$ cat src/design/uqp_pkg.sv
// uqp_pkg: shared types, codes and constants of the url query parser
// used by every module of the parser, depends on nothing
`default_nettype none

package uqp_pkg;

  // default buffer size in bytes
  localparam int unsigned MessageBytesDef = 256;
  // largest number of key=value pairs after '?'
  localparam logic [2:0] MaxKeys = 3'd5;
  // depth of the queue between front and back
  localparam int unsigned QueueDepth = 2;

  // characters that steer the parse
  localparam logic [7:0] ChQmark = 8'h3f;
  localparam logic [7:0] ChEq    = 8'h3d;
  localparam logic [7:0] ChAmp   = 8'h26;
  localparam logic [7:0] ChPlus  = 8'h2b;
  localparam logic [7:0] ChPct   = 8'h25;
  localparam logic [7:0] ChSpace = 8'h20;
  localparam logic [7:0] ChTab   = 8'h09;
  localparam logic [7:0] ChLf    = 8'h0a;
  localparam logic [7:0] ChCr    = 8'h0d;
  localparam logic [7:0] ChNul   = 8'h00;
  localparam logic [7:0] ChZero  = 8'h30;
  localparam logic [7:0] ChNine  = 8'h39;
  localparam logic [7:0] ChUpA   = 8'h41;
  localparam logic [7:0] ChUpF   = 8'h46;
  // 'A' - 10, takes an upper-case hex letter to its value
  localparam logic [7:0] HexAlphaOfs = 8'h37;

  // parse modes
  localparam logic [2:0] ModeFile     = 3'd0;
  localparam logic [2:0] ModeKey      = 3'd1;
  localparam logic [2:0] ModeValue    = 3'd2;
  localparam logic [2:0] ModeFileEsc1 = 3'd3;
  localparam logic [2:0] ModeFileEsc2 = 3'd4;
  localparam logic [2:0] ModeValEsc1  = 3'd5;
  localparam logic [2:0] ModeValEsc2  = 3'd6;

  // status codes
  localparam logic [2:0] StContinue   = 3'd0;
  localparam logic [2:0] StDone       = 3'd1;
  localparam logic [2:0] StBadKey     = 3'd2;
  localparam logic [2:0] StTooMany    = 3'd3;
  localparam logic [2:0] StBadEsc     = 3'd4;
  localparam logic [2:0] StOverflow   = 3'd5;
  localparam logic [2:0] StIncomplete = 3'd6;

  // field kinds
  localparam logic [1:0] KindFile  = 2'd0;
  localparam logic [1:0] KindKey   = 2'd1;
  localparam logic [1:0] KindValue = 2'd2;

  // classified input item as it waits in the queue
  typedef struct packed {
    logic [7:0] ch;
    logic       is_term;   // nul or blank
    logic       is_blank;
    logic       is_qmark;
    logic       is_eq;
    logic       is_amp;
    logic       is_plus;
    logic       is_pct;
    logic       hex_ok;
    logic [3:0] hex;
    logic       start;
    logic       last;
  } uqp_cls_t;

  // one result item
  typedef struct packed {
    logic [2:0] status;
    logic       byte_valid;
    logic [7:0] byte_out;
    logic [7:0] byte_position;
    logic [1:0] field_kind;
    logic [2:0] key_index;
  } uqp_res_t;

  // queue control driven by the front
  typedef struct packed {
    logic push;
  } uqp_qctl_t;

endpackage

`default_nettype wire

$ cat src/design/uqp_front.sv
// uqp_front: accepts raw path bytes and classifies each character
// depends on uqp_pkg
`default_nettype none

module uqp_front (
  input  wire logic            s_axis_tvalid,
  output logic                 s_axis_tready,
  input  wire logic [7:0]      s_axis_tdata,
  input  wire logic            s_axis_tlast,
  input  wire logic            s_axis_tuser,
  input  wire logic            q_full_i,
  output uqp_pkg::uqp_qctl_t   qctl_o,
  output uqp_pkg::uqp_cls_t    cls_o
);

  logic [7:0] ch;
  logic       is_digit;
  logic       is_upper_hex;

  assign ch = s_axis_tdata;

  // accept whenever the queue has room
  assign s_axis_tready = !q_full_i;
  assign qctl_o.push   = s_axis_tvalid && !q_full_i;

  // hex digit detection, digits and upper-case letters only
  assign is_digit     = (ch >= uqp_pkg::ChZero) && (ch <= uqp_pkg::ChNine);
  assign is_upper_hex = (ch >= uqp_pkg::ChUpA) && (ch <= uqp_pkg::ChUpF);

  // character classes
  always_comb begin
    cls_o.ch       = ch;
    cls_o.is_blank = (ch == uqp_pkg::ChSpace) || (ch == uqp_pkg::ChTab) ||
                     (ch == uqp_pkg::ChLf) || (ch == uqp_pkg::ChCr);
    cls_o.is_term  = cls_o.is_blank || (ch == uqp_pkg::ChNul);
    cls_o.is_qmark = (ch == uqp_pkg::ChQmark);
    cls_o.is_eq    = (ch == uqp_pkg::ChEq);
    cls_o.is_amp   = (ch == uqp_pkg::ChAmp);
    cls_o.is_plus  = (ch == uqp_pkg::ChPlus);
    cls_o.is_pct   = (ch == uqp_pkg::ChPct);
    cls_o.hex_ok   = is_digit || is_upper_hex;
    cls_o.hex      = is_digit ? ch[3:0] : 4'(ch - uqp_pkg::HexAlphaOfs);
    cls_o.start    = s_axis_tuser;
    cls_o.last     = s_axis_tlast;
  end

endmodule

`default_nettype wire

$ cat src/design/uqp_queue.sv
// uqp_queue: short queue of classified items between front and back
// depends on uqp_pkg
`default_nettype none

module uqp_queue (
  input  wire logic               clk_i,
  input  wire logic               rst_ni,
  input  wire uqp_pkg::uqp_qctl_t qctl_i,
  input  wire uqp_pkg::uqp_cls_t  cls_i,
  input  wire logic               pop_i,
  output logic                    full_o,
  output logic                    valid_o,
  output uqp_pkg::uqp_cls_t       cls_o
);

  localparam int unsigned Depth = uqp_pkg::QueueDepth;
  localparam int unsigned PtrW  = (Depth > 1) ? $clog2(Depth) : 1;
  localparam int unsigned CntW  = $clog2(Depth + 1);

  uqp_pkg::uqp_cls_t mem_q [Depth];
  logic [PtrW-1:0]   wr_ptr_q, wr_ptr_d;
  logic [PtrW-1:0]   rd_ptr_q, rd_ptr_d;
  logic [CntW-1:0]   cnt_q, cnt_d;
  logic              do_pop;

  assign full_o  = (cnt_q == CntW'(Depth));
  assign valid_o = (cnt_q != '0);
  assign cls_o   = mem_q[rd_ptr_q];
  assign do_pop  = pop_i && valid_o;

  // pointer and fill count
  always_comb begin
    wr_ptr_d = wr_ptr_q;
    rd_ptr_d = rd_ptr_q;
    cnt_d    = cnt_q;
    if (qctl_i.push) begin
      wr_ptr_d = (wr_ptr_q == PtrW'(Depth - 1)) ? '0 : wr_ptr_q + 1'b1;
    end
    if (do_pop) begin
      rd_ptr_d = (rd_ptr_q == PtrW'(Depth - 1)) ? '0 : rd_ptr_q + 1'b1;
    end
    if (qctl_i.push && !do_pop) begin
      cnt_d = cnt_q + 1'b1;
    end else if (!qctl_i.push && do_pop) begin
      cnt_d = cnt_q - 1'b1;
    end
  end

  always_ff @(posedge clk_i or negedge rst_ni) begin
    if (!rst_ni) begin
      wr_ptr_q <= '0;
      rd_ptr_q <= '0;
      cnt_q    <= '0;
    end else begin
      wr_ptr_q <= wr_ptr_d;
      rd_ptr_q <= rd_ptr_d;
      cnt_q    <= cnt_d;
    end
  end

  // entry storage, no reset needed
  always_ff @(posedge clk_i) begin
    if (qctl_i.push) begin
      mem_q[wr_ptr_q] <= cls_i;
    end
  end

`ifndef SYNTHESIS
  a_cnt_bound : assert property (@(posedge clk_i) disable iff (!rst_ni)
    cnt_q <= CntW'(Depth))
    else $error("queue fill count above depth");

  a_no_push_full : assert property (@(posedge clk_i) disable iff (!rst_ni)
    full_o |-> !qctl_i.push)
    else $error("push into full queue");

  a_cnt_track : assert property (@(posedge clk_i) disable iff (!rst_ni)
    (qctl_i.push && !do_pop) |=> cnt_q == $past(cnt_q) + 1'b1)
    else $error("fill count lost a push");
`endif

endmodule

`default_nettype wire

$ cat src/design/uqp_back.sv
// uqp_back: parse state machine and output register of the url query parser
// depends on uqp_pkg
`default_nettype none

module uqp_back #(
  parameter int unsigned MessageBytes = uqp_pkg::MessageBytesDef
) (
  input  wire logic              clk_i,
  input  wire logic              rst_ni,
  input  wire logic              q_valid_i,
  input  wire uqp_pkg::uqp_cls_t cls_i,
  output logic                   pop_o,
  output logic                   out_valid_o,
  input  wire logic              out_ready_i,
  output uqp_pkg::uqp_res_t      res_o
);

  localparam int unsigned CntW = $clog2(MessageBytes + 1);

  logic [2:0]      mode_q, mode_d;
  logic [3:0]      nib_q, nib_d;
  logic [CntW-1:0] cnt_q, cnt_d;
  logic [2:0]      keys_q, keys_d;
  logic            halt_q, halt_d;
  logic            out_valid_q, out_valid_d;
  uqp_pkg::uqp_res_t out_q;

  // state as seen after an optional restart
  logic [2:0]      eff_mode;
  logic [3:0]      eff_nib;
  logic [CntW-1:0] eff_cnt;
  logic [2:0]      eff_keys;
  logic            eff_halt;

  logic            wr_en;
  logic [7:0]      wr_byte;
  logic [1:0]      wr_kind;
  logic [2:0]      st;
  logic [2:0]      st_fin;
  uqp_pkg::uqp_res_t res_d;

  // take an item when the output register is free or being drained
  assign pop_o       = q_valid_i && (!out_valid_q || out_ready_i);
  assign out_valid_o = out_valid_q;
  assign res_o       = out_q;

  // start flag restarts the parse before the byte
  assign eff_mode = cls_i.start ? uqp_pkg::ModeFile : mode_q;
  assign eff_nib  = cls_i.start ? 4'd0 : nib_q;
  assign eff_cnt  = cls_i.start ? '0 : cnt_q;
  assign eff_keys = cls_i.start ? 3'd0 : keys_q;
  assign eff_halt = cls_i.start ? 1'b0 : halt_q;

  // per-byte parse step
  always_comb begin
    wr_en   = 1'b0;
    wr_byte = 8'd0;
    wr_kind = uqp_pkg::KindFile;
    st      = uqp_pkg::StContinue;
    mode_d  = eff_mode;
    nib_d   = eff_nib;
    keys_d  = eff_keys;
    if (!eff_halt) begin
      case (eff_mode)
        uqp_pkg::ModeFile: begin
          if (cls_i.is_term) begin
            wr_en  = 1'b1;
            keys_d = 3'd0;
            st     = uqp_pkg::StDone;
          end else if (cls_i.is_qmark) begin
            wr_en  = 1'b1;
            keys_d = 3'd0;
            mode_d = uqp_pkg::ModeKey;
          end else if (cls_i.is_pct) begin
            mode_d = uqp_pkg::ModeFileEsc1;
          end else begin
            wr_en   = 1'b1;
            wr_byte = cls_i.ch;
          end
        end
        uqp_pkg::ModeKey: begin
          wr_kind = uqp_pkg::KindKey;
          if (cls_i.is_eq) begin
            wr_en  = 1'b1;
            keys_d = eff_keys + 3'd1;
            mode_d = uqp_pkg::ModeValue;
          end else if (cls_i.is_blank || cls_i.is_pct || cls_i.is_amp) begin
            st = uqp_pkg::StBadKey;
          end else begin
            wr_en   = 1'b1;
            wr_byte = cls_i.ch;
          end
        end
        uqp_pkg::ModeValue: begin
          wr_kind = uqp_pkg::KindValue;
          if (cls_i.is_term) begin
            wr_en = 1'b1;
            st    = uqp_pkg::StDone;
          end else if (cls_i.is_pct) begin
            mode_d = uqp_pkg::ModeValEsc1;
          end else if (cls_i.is_amp) begin
            wr_en = 1'b1;
            if (eff_keys < uqp_pkg::MaxKeys) begin
              mode_d = uqp_pkg::ModeKey;
            end else begin
              st = uqp_pkg::StTooMany;
            end
          end else if (cls_i.is_plus) begin
            wr_en   = 1'b1;
            wr_byte = uqp_pkg::ChSpace;
          end else begin
            wr_en   = 1'b1;
            wr_byte = cls_i.ch;
          end
        end
        uqp_pkg::ModeFileEsc1, uqp_pkg::ModeValEsc1: begin
          if (!cls_i.hex_ok) begin
            st = uqp_pkg::StBadEsc;
          end else begin
            nib_d  = cls_i.hex;
            mode_d = (eff_mode == uqp_pkg::ModeFileEsc1) ? uqp_pkg::ModeFileEsc2
                                                         : uqp_pkg::ModeValEsc2;
          end
        end
        uqp_pkg::ModeFileEsc2, uqp_pkg::ModeValEsc2: begin
          if (!cls_i.hex_ok) begin
            st = uqp_pkg::StBadEsc;
          end else begin
            wr_en   = 1'b1;
            wr_byte = {eff_nib, cls_i.hex};
            if (eff_mode == uqp_pkg::ModeFileEsc2) begin
              wr_kind = uqp_pkg::KindFile;
              mode_d  = uqp_pkg::ModeFile;
            end else begin
              wr_kind = uqp_pkg::KindValue;
              mode_d  = uqp_pkg::ModeValue;
            end
          end
        end
        default: begin
          mode_d = uqp_pkg::ModeFile;
        end
      endcase
    end
  end

  // buffer count, overflow, last-byte check and halting
  always_comb begin
    cnt_d  = eff_cnt + CntW'(wr_en);
    st_fin = st;
    if (st_fin == uqp_pkg::StContinue && !eff_halt &&
        cnt_d >= CntW'(MessageBytes)) begin
      st_fin = uqp_pkg::StOverflow;
    end
    if (st_fin == uqp_pkg::StContinue && !eff_halt && cls_i.last) begin
      st_fin = uqp_pkg::StIncomplete;
    end
    halt_d = eff_halt || (st_fin != uqp_pkg::StContinue);

    res_d.status        = st_fin;
    res_d.byte_valid    = wr_en;
    res_d.byte_out      = wr_en ? wr_byte : 8'd0;
    res_d.byte_position = wr_en ? 8'(eff_cnt) : 8'd0;
    res_d.field_kind    = wr_en ? wr_kind : uqp_pkg::KindFile;
    res_d.key_index     = wr_en ? eff_keys : 3'd0;
  end

  assign out_valid_d = pop_o || (out_valid_q && !out_ready_i);

  // parse state and output handshake
  always_ff @(posedge clk_i or negedge rst_ni) begin
    if (!rst_ni) begin
      mode_q      <= uqp_pkg::ModeFile;
      nib_q       <= 4'd0;
      cnt_q       <= '0;
      keys_q      <= 3'd0;
      halt_q      <= 1'b0;
      out_valid_q <= 1'b0;
    end else begin
      out_valid_q <= out_valid_d;
      if (pop_o) begin
        mode_q <= mode_d;
        nib_q  <= nib_d;
        cnt_q  <= cnt_d;
        keys_q <= keys_d;
        halt_q <= halt_d;
      end
    end
  end

  // result payload, no reset needed
  always_ff @(posedge clk_i) begin
    if (pop_o) begin
      out_q <= res_d;
    end
  end

`ifndef SYNTHESIS
  a_cnt_bound : assert property (@(posedge clk_i) disable iff (!rst_ni)
    cnt_q <= CntW'(MessageBytes))
    else $error("write count beyond buffer size");

  a_keys_bound : assert property (@(posedge clk_i) disable iff (!rst_ni)
    keys_q <= uqp_pkg::MaxKeys)
    else $error("key count beyond limit");

  a_halted_quiet : assert property (@(posedge clk_i) disable iff (!rst_ni)
    (pop_o && halt_q && !cls_i.start) |=>
      (out_q.status == uqp_pkg::StContinue && !out_q.byte_valid))
    else $error("halted parser produced output");

  a_mode_range : assert property (@(posedge clk_i) disable iff (!rst_ni)
    mode_q <= uqp_pkg::ModeValEsc2)
    else $error("parse mode out of range");
`endif

endmodule

`default_nettype wire

$ cat src/design/url_query_parser_unit.sv
// url_query_parser_unit: top level of the url query parser
// depends on uqp_pkg, uqp_front, uqp_queue and uqp_back
//
// usage:
//   input channel s_axis: one raw path character per item in tdata, tuser
//   set restarts the parse before that byte, tlast marks the last byte
//   output channel m_axis: exactly one result item per input item, in order;
//   tuser is set when the item carries a stored byte or terminator
// path: a byte is written into the queue, and its result is then registered in
//   the output register before it is offered
// throughput: one item per cycle while m_axis_tready is high; the parse step in
//   the back stage is combinational decode logic and the two-entry queue keeps
//   input taking bytes while a result waits
// reset: parse starts in the filename field with an empty buffer, the queue
//   and the output register are empty
// stall: when m_axis_tready is low the result holds, the queue fills and
//   s_axis_tready drops once it is full; nothing is lost or repeated
`default_nettype none

module url_query_parser_unit #(
  parameter int unsigned MessageBytes = uqp_pkg::MessageBytesDef
) (
  input  wire logic        clk_i,
  input  wire logic        rst_ni,
  input  wire logic        s_axis_tvalid,
  output logic             s_axis_tready,
  input  wire logic [7:0]  s_axis_tdata,  // byte_in
  input  wire logic        s_axis_tlast,  // message_last
  input  wire logic        s_axis_tuser,  // message_start
  output logic             m_axis_tvalid,
  input  wire logic        m_axis_tready,
  // status[2:0], byte_out[10:3], byte_position[18:11], field_kind[20:19],
  // key_index[23:21]
  output logic [23:0]      m_axis_tdata,
  output logic             m_axis_tuser   // byte_valid
);

  uqp_pkg::uqp_qctl_t qctl;
  uqp_pkg::uqp_cls_t  cls_in;
  uqp_pkg::uqp_cls_t  cls_head;
  uqp_pkg::uqp_res_t  res;
  logic               q_full;
  logic               q_valid;
  logic               pop;

  // front: accept and classify
  uqp_front u_front (
    .s_axis_tvalid (s_axis_tvalid),
    .s_axis_tready (s_axis_tready),
    .s_axis_tdata  (s_axis_tdata),
    .s_axis_tlast  (s_axis_tlast),
    .s_axis_tuser  (s_axis_tuser),
    .q_full_i      (q_full),
    .qctl_o        (qctl),
    .cls_o         (cls_in)
  );

  // queue between front and back
  uqp_queue u_queue (
    .clk_i   (clk_i),
    .rst_ni  (rst_ni),
    .qctl_i  (qctl),
    .cls_i   (cls_in),
    .pop_i   (pop),
    .full_o  (q_full),
    .valid_o (q_valid),
    .cls_o   (cls_head)
  );

  // back: parse and register the result
  uqp_back #(
    .MessageBytes (MessageBytes)
  ) u_back (
    .clk_i       (clk_i),
    .rst_ni      (rst_ni),
    .q_valid_i   (q_valid),
    .cls_i       (cls_head),
    .pop_o       (pop),
    .out_valid_o (m_axis_tvalid),
    .out_ready_i (m_axis_tready),
    .res_o       (res)
  );

  // pack result fields, key_index in the highest bits and status in the lowest
  assign m_axis_tdata = {res.key_index, res.field_kind, res.byte_position,
                         res.byte_out, res.status};
  assign m_axis_tuser = res.byte_valid;

endmodule

`default_nettype wire
$ cat config.mk
export PLATFORM = sky130hd
export DESIGN_NAME = url_query_parser_unit
export DESIGN_NICKNAME = d
export VERILOG_FILES = /design/src/design/uqp_pkg.sv /design/src/design/uqp_front.sv /design/src/design/uqp_queue.sv /design/src/design/uqp_back.sv /design/src/design/url_query_parser_unit.sv
export SDC_FILE = /design/constraint.sdc
export NUM_CORES = 1
export LEC_CHECK = 0
export BUFFER_PORTS_ARGS = -buffer_cell sky130_fd_sc_hd__buf_4
export CORE_MARGIN = 5
export CORE_UTILIZATION = 26
export DETAILED_ROUTE_END_ITERATION = 8
export HOLD_SLACK_MARGIN = 0.08
export PLACE_DENSITY_LB_ADDON = 0.05
export SLEW_MARGIN = 20
export SYNTH_ARGS = -nofsm -noshare
export SYNTH_HDL_FRONTEND = slang
export SYNTH_SLANG_ARGS = --single-unit
$ cat constraint.sdc
create_clock -name clk_i -period 9.17 [get_ports clk_i]
set_input_delay 0 -clock clk_i [delete_from_list [all_inputs] [get_ports clk_i]]
set_output_delay 0 -clock clk_i [all_outputs]
set_load 0.02 [all_outputs]
======== Word level (Yosys, flattened, before mapping) ========
Memories as Yosys holds them, arrays and structs flattened.
Cells that the tools add are included.
operators by class
  add/subtract/negate cells ............... 7
  magnitude comparators ................... 6
  equality and inequality tests ........... 16
  multiplexer cells ....................... 69
  bitwise gates (word level) .............. 1
  reduce and logical (&&, ||, !) cells .... 39
operators by type and width
  kind                                                                count
  2-to-1 mux 8 bit                                                    10
  2-to-1 mux 3 bit                                                    25
  == test 8 x 6 -> 1 bit (second input constant)                      6
  one-hot mux 8 bit (4 select lines)                                  1
  == test 8 x 4 -> 1 bit (second input constant)                      3
  2-to-1 mux 4 bit                                                    5
  2-to-1 mux 2 bit                                                    8
  one-hot mux 3 bit (5 select lines)                                  1
  2-to-1 mux 1 bit                                                    14
  logical AND 1 bit                                                   12
  one-hot mux 3 bit (4 select lines)                                  1
  logical OR 1 bit                                                    10
  adder 9 x 1 -> 9 bit                                                1
  == test 3 bit (second input constant)                               3
  greater-or-equal comparator 9 bit (second input constant)           1
  logical NOT 3 bit                                                   3
  2-to-1 mux 9 bit                                                    1
  greater-or-equal comparator 8 x 6 -> 1 bit (second input constant)  1
  greater-or-equal comparator 8 x 7 -> 1 bit (second input constant)  1
  <= comparator 8 x 6 -> 1 bit (second input constant)                1
  <= comparator 8 x 7 -> 1 bit (second input constant)                1
  logical NOT 8 bit                                                   1
  == test 3 x 2 -> 1 bit (second input constant)                      2
  logical NOT 1 bit                                                   6
  16 further kinds                                                    20
storage, ports and cells
  register bits ........................... 50
  memory bits (writable) .................. 44
  input port bits ......................... 14
  output and inout port bits .............. 27
  logic and storage cells ................. 154
  memories ................................ 1
memory list
  name           depth  bits a word  read ports  clocked after memory_dff  wr ports  line             source
  u_queue.mem_q  2      22           1           0                         1         uqp_queue.sv:20  uqp_pkg::uqp_cls_t mem_q [Depth];

======== Depth between registers and ports, before layout ========
An unclocked memory read counts as a cell.
  depth in word-level cells ............... 19
  gate-level depth with buffers ........... 14
  mapped depth without buffers ............ 12

======== By module ========
Synthesis repeated with hierarchy kept, for this count alone.
unflattened totals
  cells, all modules ...................... 394
  area total of the unflattened synthesis .. 4685.7 um2
by module, submodules not included
  module     instances  cells an instance  area an instance (um2)  seq. area each (um2)
  uqp_back   1          257                2488.6                  1276.2
  uqp_queue  1          84                 1783.0                  1421.4
  uqp_front  1          53                 414.1                   0.0

======== Least setup slack after synthesis ========
No wires, ideal clock.
  path type ............................... flip-flop to flip-flop
  start point ............................. reg u_queue.rd_ptr_q
  end point ............................... reg u_back.out_q, in the netlist u_back.res_o[23], data pin
  setup time .............................. 176 ps
  arrival ................................. 2909 ps
  data required time ...................... 8994 ps
  slack ................................... 6085 ps
  stages on the path, launching flop included .. 14
  path buffers ............................ 1
  period minus slack after synthesis ...... 3085 ps
  cell sequence ........................... dfrtp_1 mux2i_4 nand3_2 a21o_1 a31o_2 buf_4 inv_1 ha_1 ha_1 nand3_1 o21a_1 o21ai_0 o21ai_1 o32ai_1
RTL lines
  item                      line             source
  start: declaration        uqp_queue.sv:22  logic [PtrW-1:0] rd_ptr_q, rd_ptr_d;
  start signal: assignment  uqp_queue.sv:56  rd_ptr_q <= rd_ptr_d;
  end signal: assignment    uqp_back.sv:194  out_q <= res_d;
  end: declaration          uqp_back.sv:26   uqp_pkg::uqp_res_t out_q;

==> metrics <==
status=complete, no violations; Non-Filler Instances=672; max cap viols=0; Final Hold Vio Count=0; Vias/cell=4.78; Detailed Routing Iterations Pass 1=5; Psw=0.661 mW; Setup Total Neg Slack=0 ns; port buffer count=40; nets=464; Hold Path Class=in -> async; critical-path maximum fanout=30; Synth async-reset ratio=0.266; cell taking the most area after synthesis=edfxtp_1; clk_lat worst skew=0.35 ns; Layout Skew=0.00959 ns; post-synthesis mux area share=0.0674; Top FF cell, synth=edfxtp_1; YS warnings=0; die area=0.0206 mm2; EDFF count, synth=69; #FFs+latches synth=94; xor/xnor share of the synthesized area=0.0189; wire length of the first global-routing pass=17700 um; Synth Area in Simple Gates=0.147; switching share of power=0.383; Commonest cells post-synth=edfxtp_1 (69), nor2_1 (33), nand2_1 (32), o21ai_0 (32), dfrtp_1 (25); layout cells sized above 1=0.201; CP peak stage delay=0.42 ns; power density cells=307 mW/mm2; gr ovfl total=0; Detail Placement HPWL=8010 um; synth top area cells=edfxtp_1 (45%), dfrtp_1 (14%), o21ai_0 (3.5%); post-synth top area share=0.448; Worst Path Arrival=4.19 ns; post-CTS setup buffers=0; largest family of logic cells by synthesized area=simple AND/OR/NAND/NOR gates; initial DRC count=140; max_slew headroom=0.327; clock transition at the registers of the reported paths=0.07 ns; most common cell in the netlist=edfxtp_1; syn_nets=409; CP cell instances=buf_4, mux2i_4, buf_4, nand3_2, a21o_1, a31o_2, inv_1, ha_1, ha_1, nand3_1, o21a_1, o21ai_0, o21ai_1, o32ai_1; post-synthesis compound-gate area fraction=0.138; peak supply drop=0.0938 mV; DP Area=0.00517 mm2; CORE AREA=0.0174 mm2; Int Power=1.07 mW; syn_area_per_cell=11.9 um2; Max Freq=248 MHz; CTS tree=yes; min cycle time layout=4.03 ns; total clock buffers created by CTS=9; mapped cell area=0.00462 mm2; clk sinks=94; drt drc=0; number of global-route vias before repair=3239; Final period util=0.440; Final Core Density=0.324; Final Cell Area=0.00562 mm2; Seq pwr share=0.385; setup ws final=5.14 ns; Final Max Tran Viols=0; Root Driver=clkbuf_16; Slowest-stage cell, CP=buf_4; Hold Slack=0.106 ns; placed cells=643; initial antenna violation count=0; largest net degree at the start of global routing=39; RSZ-0062 raised after global routing=no; Comb power frac=0.389; WP data required=9.33 ns; final setup fails=0; overall power=1.73 mW; P&R area growth vs syn=21.5%; Cells after Synth=387; total number of vias=3215; final wirelength=11200 um; num ports=41; DIE HEIGHT=143 um; Clk network pwr share=0.227; Netlist cell types=68; worst-margin pin slew=0.982 ns; dpl ws=5.13 ns; post-route ant nets=0; Total Routing Usage GR=0.113; RD Place Congestion=0.792; drt wl/cell=16.6 um; n_diodes=0; crit path kind=reg -> reg; Rows=48; CTS resizes=0; LEAKAGE=2.12 nW; endpoint class of the critical path=flip-flop; clock buffer depth=2; sequential-to-total area share from yosys stat=0.583; Starting Density=0.266; Die X=143 um; H-tree levels=3; post-synthesis adder-cell area fraction=0.0216; Startpoint Class=flip-flop
==> worst paths after layout <==
path                                  startpoint             endpoint  slack [ns]  cells after the start
worst min-delay path                      rst_ni     u_queue.wr_ptr_q        0.11                      2
min in group clk_i                  s_axis_tlast  u_queue.mem_q[0][0]        0.39                      2
worst min register to register   u_back.nib_q[0]      u_back.nib_q[0]        0.50                      2
max in group asynchronous                 rst_ni      u_back.cnt_q[4]        8.78                      2
worst max register to register  u_queue.rd_ptr_q     u_back.res_o[23]        5.14                     14
worst max-delay path            u_queue.rd_ptr_q     u_back.res_o[23]        5.14                     14
==> sequential cells by signal, summed over array words and instances, names as in the netlist <==
signal              count
u_back.halt_q           1
u_back.keys_q           3
u_back.mode_q           3
u_queue.mem_q          44
u_queue.rd_ptr_q        1
u_back.out_valid_o      1
u_queue.wr_ptr_q        1
u_back.res_o           25
u_queue.cnt_q           2
u_back.cnt_q            9
u_back.nib_q            4
==> repair_timing <==
action | CTS | global route
endpoints found under the setup margin | 0 | 0
endpoints found under the hold margin | 55 | 0
hold buffers | 13 | 0
==> cell type report <==
cell class              count  area, um2
clock buffers               9        225
clock inverters             7       87.6
fillers                  1746      11700
inverters                   8       30.0
multi-input cells         270       1820
flip-flops and latches     94       2700
well taps                 225        282
repair buffers             59        475
==> power by group through the flow <==
stage	Clock, mW	Sequential [mW]	Combinational [mW]
floorplan	0	0.711	0.418
global placement	0	0.675	0.681
detailed placement	0	0.675	0.677
CTS	0.407	0.666	0.685
global route	0.422	0.678	0.739
finish	0.391	0.664	0.671
==> placed cells by master, fill, tap and decap left out, types with 3 or more instances in the layout <==
cell type / count
a211oi_1: 3
a21oi_1: 12
a31oi_1: 7
a32oi_1: 3
and2_1: 19
and3_1: 6
buf_4: 46
clkbuf_16: 9
dfrtp_1: 25
dlygate4sd3_1: 13
edfxtp_1: 69
ha_1: 8
inv_1: 8
inv_8: 3
mux2_2: 12
mux2i_1: 11
nand2_1: 32
nand2b_1: 4
nand3_1: 12
nand4_1: 3
nor2_1: 32
nor2b_1: 3
nor3_1: 8
o21ai_0: 32
o31ai_1: 3
o32ai_1: 3
xnor2_1: 6
xor2_1: 4
==> layer usage <==
layer	routed length, um	GRT usage
met2	5380	0.184
met5	0	0
met3	330	0.0210
met1	5300	0.150
met4	161	0.0421
==> kinds of logic after synthesis <==
logic type,after synthesis
flops,94
fa+ha+maj,8
simple gates,133
mux,27
buf+inv,23
xor+xnor,10
compound gates,92
==> worst max-delay path: cells and delay by family, from the launching register on <==
kind	cells	cell delay, ns
AO/OA/AOI/OAI	6	1.58
adder cells (fa/ha/maj)	2	0.44
buffers and inverters	3	0.83
flip-flops	1	0.36
multiplexers	1	0.29
AND/OR/NAND/NOR	2	0.33
No activity file was read; power rests on OpenSTA's default activity.
